$ cat src/sv/bbcr_pkg.sv
// ----------------------------------------------------------------------------
// bbcr_pkg
// Shared constants, status and opcode codes, and the request/response
// structs that pass between the coverage recorder's sequencer, its shared
// add/subtract unit and its two memories.
// ----------------------------------------------------------------------------
package bbcr_pkg;

	// Storage sizes
	localparam int BITMAP_BYTES = 8192;
	localparam int BM_AW        = $clog2(BITMAP_BYTES);
	localparam int LOG_DEPTH    = 4096;
	localparam int LOG_AW       = $clog2(LOG_DEPTH);
	localparam int CNT_W        = LOG_AW + 1;

	// Field widths
	localparam int ADDR_W  = 32;
	localparam int SIZE_W  = 16;
	localparam int IDX_W   = 12;
	localparam int STAT_W  = 3;
	localparam int OP_W    = 2;
	localparam int BCNT_W  = 13;
	localparam int CFG_IW  = 1;

	// Opcodes
	localparam logic [OP_W-1:0] OP_TRACE = 2'd0;
	localparam logic [OP_W-1:0] OP_READ  = 2'd1;
	localparam logic [OP_W-1:0] OP_CLEAR = 2'd2;

	// Status codes
	localparam logic [STAT_W-1:0] ST_NEW     = 3'd0;
	localparam logic [STAT_W-1:0] ST_COVERED = 3'd1;
	localparam logic [STAT_W-1:0] ST_OUTSIDE = 3'd2;
	localparam logic [STAT_W-1:0] ST_FULL    = 3'd3;
	localparam logic [STAT_W-1:0] ST_READ_OK = 3'd4;
	localparam logic [STAT_W-1:0] ST_BADIDX  = 3'd5;
	localparam logic [STAT_W-1:0] ST_CLEARED = 3'd6;

	// Configuration register indexes
	localparam logic [CFG_IW-1:0] CFG_REGION_BEGIN = 1'b0;
	localparam logic [CFG_IW-1:0] CFG_REGION_END   = 1'b1;

	localparam logic [ADDR_W-1:0] REGION_BEGIN_RST = 32'd0;
	localparam logic [ADDR_W-1:0] REGION_END_RST   = 32'd131071;

	// Shared add/subtract unit
	typedef struct packed {
		logic              sub;
		logic [ADDR_W-1:0] a;
		logic [ADDR_W-1:0] b;
	} alu_req_t;

	typedef struct packed {
		logic [ADDR_W-1:0] res;
		logic              borrow;
		logic              zero;
	} alu_rsp_t;

	// Hit bitmap port
	typedef struct packed {
		logic [BM_AW-1:0] raddr;
		logic             we;
		logic [BM_AW-1:0] waddr;
		logic [7:0]       wdata;
	} bm_req_t;

	// Block log port
	typedef struct packed {
		logic [LOG_AW-1:0] raddr;
		logic              we;
		logic [LOG_AW-1:0] waddr;
		logic [ADDR_W-1:0] woff;
		logic [SIZE_W-1:0] wsize;
	} log_req_t;

endpackage

$ cat src/sv/bbcr_alu.sv
// ----------------------------------------------------------------------------
// bbcr_alu
// Shared 32-bit add/subtract unit. Gives the result, the borrow of a
// subtraction (carry of an addition) and a zero flag.
// ----------------------------------------------------------------------------
module bbcr_alu (
	input  bbcr_pkg::alu_req_t req,
	output bbcr_pkg::alu_rsp_t rsp
);
	import bbcr_pkg::*;

	logic [ADDR_W:0] sum;
	logic [ADDR_W-1:0] b_op;

	// Invert and add one for subtraction
	always_comb begin
		b_op = req.sub ? ~req.b : req.b;
		sum  = {1'b0, req.a} + {1'b0, b_op} + (ADDR_W+1)'(req.sub);
		rsp.res    = sum[ADDR_W-1:0];
		rsp.borrow = req.sub ? ~sum[ADDR_W] : sum[ADDR_W];
		rsp.zero   = (sum[ADDR_W-1:0] == '0);
	end

endmodule

$ cat config.mk
export PLATFORM = sky130hd
export DESIGN_NAME = bbcr_alu
export DESIGN_NICKNAME = d
export VERILOG_FILES = /design/src/sv/bbcr_pkg.sv /design/src/sv/bbcr_alu.sv
export SDC_FILE = /design/constraint.sdc
export NUM_CORES = 1
export LEC_CHECK = 0
export ABC_AREA = 1
export BUFFER_PORTS_ARGS = -buffer_cell sky130_fd_sc_hd__buf_2
export CORE_MARGIN = 2
export CORE_UTILIZATION = 49
export DETAILED_ROUTE_END_ITERATION = 8
export PLACE_DENSITY = 0.81
export SLEW_MARGIN = 20
export SYNTH_ARGS = -nofsm -noshare
export SYNTH_HDL_FRONTEND = slang
export SYNTH_SLANG_ARGS = --single-unit
$ cat constraint.sdc
create_clock -name vclk -period 2.3
set_input_delay 0.23 -clock vclk [all_inputs]
set_output_delay 0.23 -clock vclk [all_outputs]
set_load 0.01 [all_outputs]
==> results of run 1 <==
## stage by stage
| step | util [%] | instance area, µm² | setup TNS, ns | cells |
|---|---|---|---|---|
| 2_1_floorplan | - | 2990 | -0.0595 | 576 |
| 3_3_place_gp | 72.3 | 4230 | -3.95 | 836 |
| 3_5_place_dp | 72.3 | 4230 | -4.89 | 836 |
| 4_1_cts | 84.5 | 4950 | -2.19 | 857 |
## synthesized netlist by cell type
library cell    n  share of area (%)
nor4_1          1               0.21
buf_2           3               0.51
nand3_1        32                5.4
nand3_2         2               0.68
buf_6           1               0.38
xnor2_1         3               0.89
a21oi_1        28                4.8
nor2_1         48                6.1
nand3b_1       11                2.8
fa_1            1               0.68
and2_1          1               0.21
a21oi_2         3               0.89
o21bai_1        3               0.77
inv_1         110                 14
xor2_1         32                9.5
ha_1           33                 14
nand4_1         8                1.7
o21ai_1         2               0.34
nand3b_4        1               0.68
nand2_1       209                 27
nor3_1          7                1.2
o21ai_0        10                1.7
nor3_2          1               0.34
nand2_2        19                4.0
nor2_2          5                1.1
inv_2           2               0.26
## what timing repair did
item                                    in CTS
endpoints found under the setup margin      25
pin swaps                                   98
cloned                                       1
buffers inserted                            23
resized for setup                          167
## cell families after synthesis
logic type / share of synthesized area (%)
adder cells (fa/ha/maj): 14.7
buffers and inverters: 15.2
XOR/XNOR: 10.4
AO/OA/AOI/OAI: 8.47
AND/OR/NAND/NOR: 51.2
==> flow_summary.toml, run 1 <==
[status]
status = "stopped before the end"
lastStage = "5_1_grt"
error = "[ERROR DPL-0038] Utilization greater than 100%, impossible to legalize"

[global_routing]
grt_max_degree = 13

[yosys]
synth_seq_area_share_pct = 0
syn_area_per_cell_um2 = 5.10
netlist_instances = 576
netlist_area_um2 = 2940
yosysWarnings = 0
ys_types = 26
synth_nets = 675

[floorplan]
die_y_um = 81.5
start_util_pct = 50.3
die_x_um = 81.5
num_rows = 28
io_pins = 99

[clocking]
postCtsHoldBufs = 0

[sta]
worst-ep-kind = "primary output"
postGrtWorstEndpoint = "rsp[0]"

[placed_design]
io_buffers = 99
routabilityCongestion = 0.994
hpwl_mm = 9.02
dp_slack_ns = -0.549
==> run 2: changes to the inputs <==
Settings changed: CORE_UTILIZATION 49 to 35, PLACE_DENSITY 0.81 to unset, PLACE_DENSITY_LB_ADDON set to 0.15.
Clock period 2.3 ns to 3 ns, I/O delays scaled along.
==> flow_summary.toml, run 2 <==
[floorplan]
start_util_pct = 36.0
io_pins = 99
coreArea_um2 = 8180
die_x_um = 95.7
num_rows = 33
die_y_um = 95.7
dieArea_um2 = 9150

[yosys]
synth_xor_area_share_pct = 10.4
ys_types = 26
synthAdderAreaFrac_pct = 14.7
netlist_instances = 576
synthMuxAreaShare_pct = 0
synth_top_cell_by_area = "nand2_1"
yosysWarnings = 0
synth_top_family_by_area = "simple AND/OR/NAND/NOR gates"
synth.top_cells.by_count = "nand2_1, inv_1, nor2_1"
syn_area_per_cell_um2 = 5.10
synth.top_cells.by_area = "nand2_1, ha_1, inv_1, xor2_1, nor2_1"
synth_nets = 675
netlist_area_um2 = 2940
synth-compound-area-share_pct = 8.47
synth_seq_area_share_pct = 0
yosysTopAreaCellShare_pct = 26.7
synthSimpleGateAreaFrac_pct = 51.2
synth.most_common_cell = "nand2_1"

[global_routing]
grt_max_degree = 18
grt_pass1_wl_mm = 15.5
antenna_found_initial = 0
grtUsageMet2_pct = 35.9
busiest_layer = "met2"
grt_pass1_vias = 3302
grt_overflow = 0
grt.total_usage_pct = 21.4
use_met3_pct = 1.82
use_met1_pct = 31.3

[critical_path]
crit_fanout = 8
crit_required_ns = 2.70
slowest_stage = "ha_1"
critPathLaunch = "req[64]"
crit_end = "rsp[0]"
slowest_delay_ns = 0.31
start_kind = "input port"
criticalPathCategory = "input port to output pin"
path_cells = "buf_12, buf_12, xor2_2, ha_1, buf_6, nand2_8, buf_4, nor3_2, nand2_2, nand2_4, nand2_2, nand2_2, nand2_1, nor2_1, nand2_1, nor2_1, nand3_2, nor2_1, buf_2"
crit_path_end_kind = "output pin"
arrival_ns = 2.64

[placed_design]
io_buffers = 99
place_area_um2 = 3650
dp_cells = 787
dp_slack_ns = -0.0260
hpwl_mm = 8.83
routabilityCongestion = 0.920

[route]
finalWirelength_mm = 10.6
dr.pass1.iters = 4
antenna_left = 0
remaining_drc_errors = 0
vias_per_cell = 4.74
wl_per_cell_um = 13.1
vias = 3842
first_iter_violations = 234

[sta]
setup_ws_ns = 0.0570
min_period_ns = 2.94
setup_viol = 0
slew_viol_final = 0
slew_headroom_pct = 73.1
hold_ws_ns = 0.955
fin_crit_sh_pct = 98.1
fmax_mhz = 340
hold_viol = 0
fin_setup_tns_ns = 0
worst_pin_slew_ns = 0.400

[layout]
syn_to_final_growth_pct = 47.4
drive_gt1_share_pct = 35.6
seq_area_um2 = 0
stdcell_area_um2 = 4340
stdcell_count = 810
final_common_cell = "nand2_1"
clockBufferCount = 0
antenna_cells = 0
flops_and_latches = 0
final_nets = 806
layout_common_cells = "nand2_1, inv_1, buf_2"

[job]
max_cap_viol_count = 0

[hold_path]
min_path_type = "input port to output pin"

[power]
ir_worst_vdd_v = 0.000132
leakage_nw = 2.49
power_per_cell_area_nw_per_um2 = 319

[clocking]
postCtsHoldBufs = 0

[status]
status = "completed"
run 2: cell counts after synthesis:
Identical to the previous run, type by type.
run 2: worst max-delay path: cells and delay by family:
kind | cells | cell delay (ns)
AND/OR/NAND/NOR | 12 | 1.19
buffers and inverters | 5 | 0.67
adder cells (fa/ha/maj) | 1 | 0.31
XOR/XNOR | 1 | 0.14
run 2: logic make-up (layout without fill, tap and decap cells):
logic type / after synthesis / after routing
AOI/OAI and AO/OA: 46 / 46
xor gates and xnor gates: 35 / 35
adders and majority gates: 34 / 34
buffers and inverters: 116 / 245
and+or+nand+nor: 345 / 345
run 2: worst min-delay path by stage:
stage,startpoint,to,slack [ns],depth (start not counted)
floorplan,req[0],rsp[2],0.74,2
global placement,req[32],rsp[2],0.96,4
detailed placement,req[32],rsp[2],0.96,4
CTS,req[32],rsp[2],0.96,4
global route,req[32],rsp[2],1.0,4
finish,req[32],rsp[2],0.96,4
run 2: where the power goes:
part           internal, mW  switching, mW
clock network             0              0
logic                 0.553          0.830
registers                 0              0
total                 0.553          0.830
run 2: through the flow:
step	total power, mW	utilization [%]
2_1_floorplan	0.748	-
3_3_place_gp	1.14	44.6
3_5_place_dp	1.14	44.6
4_1_cts	1.15	44.8
5_1_grt	1.53	53.0
6_report	1.38	53.0
run 2: cell type report:
cell class | count | area (µm²)
fill | 882 | 3840
multi-input combinational | 460 | 2940
timing repair buffer | 133 | 837
inverter | 112 | 423
tap | 105 | 131
run 2: repair_timing:
action | in CTS | in global routing
hold endpoints to repair | 0 | 0
buffers inserted | 1 | 20
gates resized for setup | 1 | 118
setup endpoints to repair | 1 | 2
gates cloned | 0 | 2
pin swaps | 1 | 49
run 2: layer usage:
layer | wire length [µm] | vias up
met3 | 571 | 4
met1 | 5170 | 1712
met2 | 4810 | 96
met4 | 34 | 0
li1 | - | 2030
met5 | 0 | -
(Power assumes the default switching activity.)
